--- src/rtl/tkid_pkg.sv ---
`timescale 1ns / 1ps
`default_nettype none

package tkid_pkg;

    localparam logic [1:0] KIND_CHAR = 2'd0;
    localparam logic [1:0] KIND_KEY  = 2'd1;
    localparam logic [1:0] KIND_ALT  = 2'd2;

    localparam logic [4:0] KEY_HOME   = 5'd0;
    localparam logic [4:0] KEY_END    = 5'd1;
    localparam logic [4:0] KEY_INSERT = 5'd2;
    localparam logic [4:0] KEY_DELETE = 5'd3;
    localparam logic [4:0] KEY_PGUP   = 5'd4;
    localparam logic [4:0] KEY_PGDN   = 5'd5;
    localparam logic [4:0] KEY_UP     = 5'd6;
    localparam logic [4:0] KEY_DOWN   = 5'd7;
    localparam logic [4:0] KEY_RIGHT  = 5'd8;
    localparam logic [4:0] KEY_LEFT   = 5'd9;
    localparam logic [4:0] KEY_F1     = 5'd10;

    localparam logic [7:0] CH_NL     = 8'h0A;
    localparam logic [7:0] CH_CR     = 8'h0D;
    localparam logic [7:0] CH_ESC    = 8'h1B;
    localparam logic [7:0] CH_QMARK  = 8'h3F;
    localparam logic [7:0] CH_O      = 8'h4F;
    localparam logic [7:0] CH_LBRACK = 8'h5B;
    localparam logic [7:0] CH_TILDE  = 8'h7E;

    typedef struct packed {
        logic [1:0]  event_kind;
        logic [4:0]  key_id;
        logic [30:0] char_value;
        logic        last_of_run;
    } tkid_event_t;

    // results caused by one input byte
    typedef struct packed {
        logic [1:0]  count;
        tkid_event_t first;
        tkid_event_t second;
    } tkid_step_t;

    typedef struct packed {
        logic        hit;
        logic [4:0]  id;
    } tkid_match_t;

    function automatic tkid_match_t tkid_match_key(
        input logic [7:0] fin,
        input logic       intro_is_o,
        input logic       second_bracket,
        input logic [7:0] arg
    );
        tkid_match_t m;
        m.hit = 1'b1;
        m.id  = KEY_HOME;
        if (fin == "H") begin
            m.id = KEY_HOME;
        end
        else if (fin == "F") begin
            m.id = KEY_END;
        end
        else if (intro_is_o) begin
            m.hit = fin inside {["P":"S"]};
            m.id  = KEY_F1 + 5'(fin - 8'h50);
        end
        else if (second_bracket) begin
            m.hit = fin inside {["A":"E"]};
            m.id  = KEY_F1 + 5'(fin - 8'h41);
        end
        else begin
            case (fin)
                "A": m.id = KEY_UP;
                "B": m.id = KEY_DOWN;
                "C": m.id = KEY_RIGHT;
                "D": m.id = KEY_LEFT;
                CH_TILDE:
                begin
                    case (arg)
                        8'd1:  m.id = KEY_HOME;
                        8'd2:  m.id = KEY_INSERT;
                        8'd3:  m.id = KEY_DELETE;
                        8'd4:  m.id = KEY_END;
                        8'd5:  m.id = KEY_PGUP;
                        8'd6:  m.id = KEY_PGDN;
                        8'd15: m.id = KEY_F1 + 5'd4;
                        8'd17: m.id = KEY_F1 + 5'd5;
                        8'd18: m.id = KEY_F1 + 5'd6;
                        8'd19: m.id = KEY_F1 + 5'd7;
                        8'd20: m.id = KEY_F1 + 5'd8;
                        8'd21: m.id = KEY_F1 + 5'd9;
                        8'd23: m.id = KEY_F1 + 5'd10;
                        8'd24: m.id = KEY_F1 + 5'd11;
                        default: m.hit = 1'b0;
                    endcase
                end
                default: m.hit = 1'b0;
            endcase
        end
        return m;
    endfunction

endpackage

`default_nettype wire

--- src/rtl/tkid_ifs.sv ---
`timescale 1ns / 1ps
`default_nettype none

interface tkid_byte_if;
    logic       valid;
    logic       ready;
    logic [7:0] in_byte;

    modport source (output valid, output in_byte, input ready);
    modport sink   (input valid, input in_byte, output ready);
endinterface

interface tkid_event_if;
    logic        valid;
    logic        ready;
    logic [1:0]  event_kind;
    logic [4:0]  key_id;
    logic [30:0] char_value;
    logic        last_of_run;

    modport source (output valid, output event_kind, output key_id, output char_value,
                    output last_of_run, input ready);
    modport sink   (input valid, input event_kind, input key_id, input char_value,
                    input last_of_run, output ready);
endinterface

`default_nettype wire

--- src/rtl/tkid_parser.sv ---
`timescale 1ns / 1ps
`default_nettype none

module tkid_parser
    import tkid_pkg::*;
(
    input  wire logic       clk,
    input  wire logic       rst_n,
    input  wire logic       take,
    input  wire logic [7:0] in_byte,
    output tkid_step_t      step
);

    typedef enum logic [4:0] {
        MODE_IDLE   = 5'b00001,
        MODE_UTF8   = 5'b00010,
        MODE_ESC    = 5'b00100,
        MODE_INTRO  = 5'b01000,
        MODE_DIGITS = 5'b10000
    } mode_t;

    mode_t       mode_reg, mode_next;
    logic [2:0]  remaining_reg, remaining_next;
    logic [30:0] accum_reg, accum_next;
    logic        intro_o_reg, intro_o_next;
    logic        bracket2_reg, bracket2_next;
    logic [7:0]  arg_reg, arg_next;

    logic        is_digit;
    logic [30:0] accum_shift;
    logic [2:0]  remaining_dec;
    logic [11:0] arg_wide;
    logic [11:0] arg_sum;
    logic [7:0]  arg_sat;
    tkid_match_t match;

    assign is_digit      = in_byte inside {["0":"9"]};
    assign accum_shift   = {accum_reg[24:0], in_byte[5:0]};
    assign remaining_dec = remaining_reg - 3'd1;
    assign arg_wide      = {4'd0, arg_reg};
    assign arg_sum       = (arg_wide << 3) + (arg_wide << 1) + {8'd0, in_byte[3:0]};
    assign arg_sat       = (arg_sum > 12'd255) ? 8'hFF : arg_sum[7:0];
    assign match         = tkid_match_key(in_byte, intro_o_reg, bracket2_reg, arg_reg);

    always_comb
    begin
        logic        fin_code;
        logic [30:0] code;
        logic        fin_seq;
        fin_code       = 1'b0;
        code           = '0;
        fin_seq        = 1'b0;
        mode_next      = mode_reg;
        remaining_next = remaining_reg;
        accum_next     = accum_reg;
        intro_o_next   = intro_o_reg;
        bracket2_next  = bracket2_reg;
        arg_next       = arg_reg;
        step           = '0;

        case (mode_reg)
            MODE_UTF8:
            begin
                if (in_byte[7:6] != 2'b10) begin
                    fin_code = 1'b1;
                    code     = {23'd0, CH_QMARK};
                end
                else if (remaining_dec == 3'd0) begin
                    fin_code = 1'b1;
                    code     = accum_shift;
                end
                else begin
                    accum_next     = accum_shift;
                    remaining_next = remaining_dec;
                end
            end
            MODE_ESC:
            begin
                if (in_byte == CH_O || in_byte == CH_LBRACK) begin
                    intro_o_next  = (in_byte == CH_O);
                    bracket2_next = 1'b0;
                    arg_next      = '0;
                    mode_next     = MODE_INTRO;
                end
                else begin
                    mode_next               = MODE_IDLE;
                    step.count              = 2'd1;
                    step.first.event_kind   = KIND_ALT;
                    step.first.char_value   = {23'd0, in_byte};
                    step.first.last_of_run  = 1'b1;
                end
            end
            MODE_INTRO:
            begin
                if (in_byte == CH_LBRACK) begin
                    bracket2_next = 1'b1;
                    mode_next     = MODE_DIGITS;
                end
                else if (is_digit) begin
                    arg_next  = arg_sat;
                    mode_next = MODE_DIGITS;
                end
                else begin
                    fin_seq = 1'b1;
                end
            end
            MODE_DIGITS:
            begin
                if (is_digit) begin
                    arg_next = arg_sat;
                end
                else begin
                    fin_seq = 1'b1;
                end
            end
            default:
            begin
                // start of a character: plain ASCII, a UTF-8 lead byte, or an invalid byte that gives '?'
                mode_next = MODE_UTF8;
                if (!in_byte[7]) begin
                    fin_code = 1'b1;
                    code     = {23'd0, in_byte};
                end
                else if ((in_byte & 8'hE0) == 8'hC0) begin
                    accum_next     = {26'd0, in_byte[4:0]};
                    remaining_next = 3'd1;
                end
                else if ((in_byte & 8'hF0) == 8'hE0) begin
                    accum_next     = {27'd0, in_byte[3:0]};
                    remaining_next = 3'd2;
                end
                else if ((in_byte & 8'hF8) == 8'hF0) begin
                    accum_next     = {28'd0, in_byte[2:0]};
                    remaining_next = 3'd3;
                end
                else if ((in_byte & 8'hFC) == 8'hF8) begin
                    accum_next     = {29'd0, in_byte[1:0]};
                    remaining_next = 3'd4;
                end
                else if ((in_byte & 8'hFE) == 8'hFC) begin
                    accum_next     = {30'd0, in_byte[0]};
                    remaining_next = 3'd5;
                end
                else begin
                    fin_code = 1'b1;
                    code     = {23'd0, CH_QMARK};
                end
            end
        endcase

        if (fin_code) begin
            remaining_next = '0;
            accum_next     = '0;
            if (code == {23'd0, CH_ESC}) begin
                mode_next = MODE_ESC;
            end
            else begin
                mode_next              = MODE_IDLE;
                step.count             = 2'd1;
                step.first.event_kind  = KIND_CHAR;
                step.first.char_value  = (code == {23'd0, CH_NL}) ? {23'd0, CH_CR} : code;
                step.first.last_of_run = 1'b1;
            end
        end

        if (fin_seq) begin
            mode_next     = MODE_IDLE;
            intro_o_next  = 1'b0;
            bracket2_next = 1'b0;
            arg_next      = '0;
            if (match.hit) begin
                step.count             = 2'd1;
                step.first.event_kind  = KIND_KEY;
                step.first.key_id      = match.id;
                step.first.last_of_run = 1'b1;
            end
            else begin
                // unmatched: ESC then the intro byte, digits and final byte dropped
                step.count              = 2'd2;
                step.first.event_kind   = KIND_CHAR;
                step.first.char_value   = {23'd0, CH_ESC};
                step.second.event_kind  = KIND_CHAR;
                step.second.char_value  = {23'd0, intro_o_reg ? CH_O : CH_LBRACK};
                step.second.last_of_run = 1'b1;
            end
        end
    end

    always_ff @(posedge clk or negedge rst_n)
    begin
        if (!rst_n) begin
            mode_reg      <= MODE_IDLE;
            remaining_reg <= '0;
            accum_reg     <= '0;
            intro_o_reg   <= 1'b0;
            bracket2_reg  <= 1'b0;
            arg_reg       <= '0;
        end
        else if (take) begin
            mode_reg      <= mode_next;
            remaining_reg <= remaining_next;
            accum_reg     <= accum_next;
            intro_o_reg   <= intro_o_next;
            bracket2_reg  <= bracket2_next;
            arg_reg       <= arg_next;
        end
    end

endmodule

`default_nettype wire

--- src/rtl/tkid_out_queue.sv ---
`timescale 1ns / 1ps
`default_nettype none

module tkid_out_queue
    import tkid_pkg::*;
(
    input  wire logic       clk,
    input  wire logic       rst_n,
    input  wire logic       push,
    input  wire tkid_step_t step,
    output logic            has_room,
    output logic            out_valid,
    input  wire logic       out_ready,
    output tkid_event_t     out_event
);

    // two entries, each holding all results of one byte
    tkid_step_t slot_reg [2];
    logic       wr_ptr_reg, rd_ptr_reg;
    logic [1:0] count_reg;
    logic       phase_reg;

    tkid_step_t head;
    logic       do_push;
    logic       pop_entry;
    logic       head_done;

    assign head      = slot_reg[rd_ptr_reg];
    assign do_push   = push && (step.count != 2'd0);
    assign has_room  = (count_reg != 2'd2);
    assign out_valid = (count_reg != 2'd0);
    assign out_event = phase_reg ? head.second : head.first;
    assign head_done = phase_reg || (head.count != 2'd2);
    assign pop_entry = out_valid && out_ready && head_done;

    always_ff @(posedge clk)
    begin
        if (do_push) begin
            slot_reg[wr_ptr_reg] <= step;
        end
    end

    always_ff @(posedge clk or negedge rst_n)
    begin
        if (!rst_n) begin
            wr_ptr_reg <= 1'b0;
            rd_ptr_reg <= 1'b0;
            count_reg  <= '0;
            phase_reg  <= 1'b0;
        end
        else begin
            if (do_push) begin
                wr_ptr_reg <= ~wr_ptr_reg;
            end
            if (out_valid && out_ready) begin
                phase_reg <= !head_done;
            end
            if (pop_entry) begin
                rd_ptr_reg <= ~rd_ptr_reg;
            end
            count_reg <= count_reg + {1'b0, do_push} - {1'b0, pop_entry};
        end
    end

endmodule

`default_nettype wire

--- src/rtl/terminal_key_input_decoder.sv ---
`timescale 1ns / 1ps
`default_nettype none
// Channel     Modport  Payload                                          Transaction
// term_bytes  sink     in_byte[7:0]                                     one terminal byte
// key_events  source   event_kind[1:0] key_id[4:0] char_value[30:0]     one key event
//                      last_of_run
//
// Each byte is decoded in the cycle it is accepted; its results enter the result queue.
// One byte per cycle is taken while the sink keeps up; an unmatched escape makes two
// results, so the output port sets the rate at one result per cycle.
// A two-entry result queue absorbs output stalls; term_bytes.ready drops only when full.
// rst_n is asynchronous and returns the parser to idle with an empty queue.

module terminal_key_input_decoder
    import tkid_pkg::*;
(
    input  wire logic     clk,
    input  wire logic     rst_n,
    tkid_byte_if.sink     term_bytes,
    tkid_event_if.source  key_events
);

    logic        take;
    logic        has_room;
    tkid_step_t  step;
    tkid_event_t out_event;

    assign term_bytes.ready = has_room;
    assign take             = term_bytes.valid && has_room;

    tkid_parser u_parser (
        .clk     (clk),
        .rst_n   (rst_n),
        .take    (take),
        .in_byte (term_bytes.in_byte),
        .step    (step)
    );

    tkid_out_queue u_queue (
        .clk       (clk),
        .rst_n     (rst_n),
        .push      (take),
        .step      (step),
        .has_room  (has_room),
        .out_valid (key_events.valid),
        .out_ready (key_events.ready),
        .out_event (out_event)
    );

    assign key_events.event_kind  = out_event.event_kind;
    assign key_events.key_id      = out_event.key_id;
    assign key_events.char_value  = out_event.char_value;
    assign key_events.last_of_run = out_event.last_of_run;

endmodule

`default_nettype wire

--- src/flat_wrapper.sv ---
// flat-port wrapper written by rule: the top's interface ports become plain ports
module terminal_key_input_decoder_flat import tkid_pkg::*;
  (clk, rst_n, term_bytes_valid, term_bytes_in_byte, term_bytes_ready, key_events_valid, key_events_event_kind, key_events_key_id, key_events_char_value, key_events_last_of_run, key_events_ready);
  tkid_byte_if term_bytes_i ();
  tkid_event_if key_events_i ();
  input  wire logic clk;
  input  wire logic rst_n;
  input wire logic [$bits(term_bytes_i.valid)-1:0] term_bytes_valid;
  input wire logic [$bits(term_bytes_i.in_byte)-1:0] term_bytes_in_byte;
  output wire logic [$bits(term_bytes_i.ready)-1:0] term_bytes_ready;
  output wire logic [$bits(key_events_i.valid)-1:0] key_events_valid;
  output wire logic [$bits(key_events_i.event_kind)-1:0] key_events_event_kind;
  output wire logic [$bits(key_events_i.key_id)-1:0] key_events_key_id;
  output wire logic [$bits(key_events_i.char_value)-1:0] key_events_char_value;
  output wire logic [$bits(key_events_i.last_of_run)-1:0] key_events_last_of_run;
  input wire logic [$bits(key_events_i.ready)-1:0] key_events_ready;
  assign term_bytes_i.valid = term_bytes_valid;
  assign term_bytes_i.in_byte = term_bytes_in_byte;
  assign term_bytes_ready = term_bytes_i.ready;
  assign key_events_valid = key_events_i.valid;
  assign key_events_event_kind = key_events_i.event_kind;
  assign key_events_key_id = key_events_i.key_id;
  assign key_events_char_value = key_events_i.char_value;
  assign key_events_last_of_run = key_events_i.last_of_run;
  assign key_events_i.ready = key_events_ready;
  terminal_key_input_decoder u_core (.clk(clk), .rst_n(rst_n), .term_bytes(term_bytes_i), .key_events(key_events_i));
endmodule
--- config.mk ---
export PLATFORM = sky130hd
export DESIGN_NAME = terminal_key_input_decoder_flat
export DESIGN_NICKNAME = d
export VERILOG_FILES = /design/src/rtl/tkid_pkg.sv /design/src/rtl/tkid_ifs.sv /design/src/rtl/tkid_parser.sv /design/src/rtl/tkid_out_queue.sv /design/src/rtl/terminal_key_input_decoder.sv /design/src/flat_wrapper.sv
export SDC_FILE = /design/constraint.sdc
export NUM_CORES = 1
export LEC_CHECK = 0
export BUFFER_PORTS_ARGS = -buffer_cell sky130_fd_sc_hd__buf_4
export CORE_ASPECT_RATIO = 1.4
export CORE_UTILIZATION = 49
export CTS_CLUSTER_DIAMETER = 120
export DETAILED_ROUTE_END_ITERATION = 8
export PLACE_DENSITY_LB_ADDON = 0.3
export SLEW_MARGIN = 40
export SYNTH_ARGS = -nofsm -noshare
export SYNTH_HDL_FRONTEND = slang
export SYNTH_SLANG_ARGS = --single-unit
export TNS_END_PERCENT = 20
--- constraint.sdc ---
create_clock -name clk -period 9.92 [get_ports clk]
set_input_delay 0.992 -clock clk [delete_from_list [all_inputs] [get_ports clk]]
set_output_delay 0.992 -clock clk [all_outputs]
set_load 0.005 [all_outputs]
==> impl_metrics.ini <==
[route]
drt_iter0_drc = 449
drt_wl_total_mm = 16.3
wire_per_inst_um = 17.9
dr.pass1.iters = 6
vias = 5457
drtAntennaViolNets = 0
vias_per_cell = 5.98
drc = 0

[worst_setup_path]
r2r-start = u_core.u_parser.mode_reg[2]$_DFFE_PN0P_
regToRegEndpoint = u_core.u_queue.count_reg[1]$_DFF_PN0_
cp.required_ps = 10250
endpoint_kind = flop
crit_slowest_cell = or4_1
crit_type = in -> reg
path_buf_inv = 2
slowest_delay_ps = 560
crit_chain = buf_4 -> and2b_1 -> nand4_1 -> or4_1 -> a221o_1 -> o22ai_2 -> or2_1 -> ha_1 -> inv_1 -> ha_1 -> xnor2_1 -> xnor2_1
critPathMaxFanout = 12
path_delay_family = simple AND/OR/NAND/NOR gates
crit_cells = 12
arrival_ps = 3690
r2r_slack_ps = 6650
start_kind = input pin
r2r_cells = 11

[timing]
final_hold_viol_count = 0
worst_slack_ps = 6560
fin_crit_ps = 3360
maxSlewHeadroom = 0.493
setup_violations = 0
fmax_mhz = 298
maxSlewViolCount = 0
rsz0062_at_grt = no
finalClockSkew_ps = 9.38
tns_ps = 0
finalCritPeriodShare = 0.338
worst_pin_slew_ps = 758
finalHoldWorstSlack_ps = 507

[synth]
synth_nets = 715
ys_seq_area_frac = 0.506
synth_ff_type = edfxtp_1
ys_ff_latch = 134
synth_edf_count = 86
synth_cell_type_count = 87
synth_top_family_by_area = compound AO/OA/AOI/OAI gates
syn_avg_cell_area_um2 = 11.1
synthMuxAreaShare = 0.0612
synthCells = 675
yosys.area_share.simple = 0.159
synth_compound_area_frac = 0.168
ys_async_sr_fraction = 0.358
ys_warn_count = 0
yosys.area_share.xor_xnor = 0.0152
netlist_area_um2 = 7480
synthAdderAreaFrac = 0.0489

[global_route]
grt_max_degree = 49
antenna_found_initial = 0
met3_usage = 0.0390
grt-ovfl-total = 0
met1_usage = 0.256
track_usage = 0.215
grt.met2_usage = 0.380
first_global_vias = 5440
grt_pass1_wl_mm = 26.6
grt.busiest_layer = met2

[clock_network]
htreeDepth = 4
cts_resized = 0
post-cts-setup-buffers = 0
postCtsHoldBufs = 0
cts-root-buf = clkbuf_16
tritoncts = built
clk_path_buf_depth = 2
cts_sinks = 134
clk_latency_ps = 410
cts_made_buffers = 17
path_clk_slew_ps = 60

[power]
power.density_nw_per_um2 = 248
p_leak_uw = 0.00345
peakVddDrop_mv = 0.155

[cells_and_area]
multi_input_area_um2 = 3420
area_growth_pct = 15.0
post-route-util = 0.574
largest_reg_flops = 86
fillCellCount = 1302
drive_above_1_share = 0.183
final_common_cell = edfxtp_1
diodes = 0
nets = 748
final_cell_mix = 86 x edfxtp_1, 62 x nor2_1, 56 x buf_4, 46 x dfrtp_1, 39 x mux2i_1
register_area_um2 = 3790

[floorplan]
die_h_um = 148
row_count = 53
die_w_um = 106
io_pins = 53
start_util = 0.499
coreArea_um2 = 15000
dieArea_um2 = 15800

[min_path]
min_from = u_core.u_queue.count_reg[1]$_DFF_PN0_
hold_end = u_core.u_queue.count_reg[1]$_DFF_PN0_
hp-class = reg -> reg
hold_depth = 1

[run_status]
status = finished, final reports clean

[place]
dpl_worst_slack_ps = 6130
place_congestion = 0.898
dpl.hpwl_mm = 11.7
numPortBuffers = 52

[job]
maxCapViolations = 0
[metal layers]
metal / wire length, um / vias to the layer above / part of all wire
met5: 0 / - / 0
met4: 497 / 0 / 0.030
met3: 575 / 36 / 0.035
met2: 8510 / 162 / 0.52
met1: 6770 / 2658 / 0.41
li1: - / 2601 / -
[layout make-up]
class / count / share of cell area
Inverter: 25 / 0.0109
Sequential cell: 134 / 0.440
Clock buffer: 18 / 0.0499
Clock inverter: 14 / 0.0204
Timing Repair Buffer: 59 / 0.0537
Tap cell: 192 / 0.0279
Multi-Input combinational cell: 471 / 0.397
[worst max path at each step]
stage | startpoint | endpoint | slack [ps]
floorplan | term_bytes_in_byte[6] | u_core.u_queue.slot_reg[1][10]$_DFFE_PP_ | 3970
global placement | term_bytes_in_byte[1] | u_core.u_queue.slot_reg[0][21]$_DFFE_PP_ | 6110
detailed placement | term_bytes_in_byte[5] | u_core.u_queue.count_reg[1]$_DFF_PN0_ | 6130
CTS | term_bytes_in_byte[5] | u_core.u_queue.count_reg[1]$_DFF_PN0_ | 6550
global route | term_bytes_in_byte[5] | u_core.u_queue.count_reg[1]$_DFF_PN0_ | 6410
finish | term_bytes_in_byte[5] | u_core.u_queue.count_reg[1]$_DFF_PN0_ | 6560
[stage by stage]
stage                     total power, uW  area [um^2]  std cells
after floorplan                      1230         7480        675
after global placement               1480         7940        878
after detailed placement             1520         7990        880
after CTS                            2150         8590        912
after global routing                 2240         8600        913
final                                2140         8600        913
[cells by family (layout without fill, tap and decap cells)]
logic type	Yosys count	after routing
and+or+nand+nor	217	217
muxes	43	43
xor gates and xnor gates	13	13
AOI/OAI and AO/OA	170	170
adders and majority gates	28	28
buffers and inverters	70	116
DFF	134	134
[cell usage after synthesis (3+ instances only)]
| master | count | area (um^2) |
|---|---|---|
| edfxtp_1 | 86 | 2580 |
| nor2_1 | 63 | 236 |
| dfrtp_1 | 47 | 1180 |
| mux2i_1 | 39 | 390 |
| nand2_1 | 32 | 120 |
| clkbuf_1 | 31 | 116 |
| o21ai_0 | 30 | 150 |
| and2_1 | 27 | 169 |
| a21oi_1 | 26 | 130 |
| ha_1 | 26 | 325 |
| a22o_1 | 23 | 201 |
| inv_1 | 23 | 86.3 |
| nand2b_1 | 14 | 87.6 |
| nor3_1 | 12 | 60.1 |
| nand3_1 | 10 | 50.1 |
| o21ai_2 | 9 | 78.8 |
| a211oi_1 | 8 | 60.1 |
| nor4_1 | 8 | 50.1 |
| o211ai_1 | 8 | 60.1 |
| xnor2_1 | 8 | 70.1 |
| a31oi_1 | 7 | 43.8 |
| buf_2 | 7 | 35.0 |
| nor2b_1 | 6 | 37.5 |
| a21o_1 | 5 | 37.5 |
| o22ai_1 | 5 | 31.3 |
| o31ai_1 | 5 | 37.5 |
| xor2_1 | 5 | 43.8 |
| and3_1 | 4 | 25.0 |
| nand4_1 | 4 | 25.0 |
| nor3b_1 | 4 | 30.0 |
| nor4b_1 | 4 | 35.0 |
| or2_2 | 4 | 25.0 |
| a221o_1 | 3 | 30.0 |
| buf_4 | 3 | 22.5 |
| nand3b_1 | 3 | 22.5 |
| o21ai_1 | 3 | 15.0 |
| or3_1 | 3 | 18.8 |
[power breakdown]
part	switching (uW)	total, uW	internal, uW	leakage [uW]
Sequential	82.2	809	727	0.00146
Combinational	370	693	322	0.00169
Clock	238	636	398	0.000289
Total	690	2140	1450	0.00345
[worst reg2reg max path, cell delays in order (launching register included)]
cell      delay, ps
dfrtp_1         480
xor2_1          220
a311oi_2        580
nor2_1          170
o21ai_0         420
o22ai_2         240
or2_1           260
ha_1            280
inv_1            40
ha_1            180
xnor2_1         180
xnor2_1         140
Note: power is estimated with default switching activity, not from simulation.
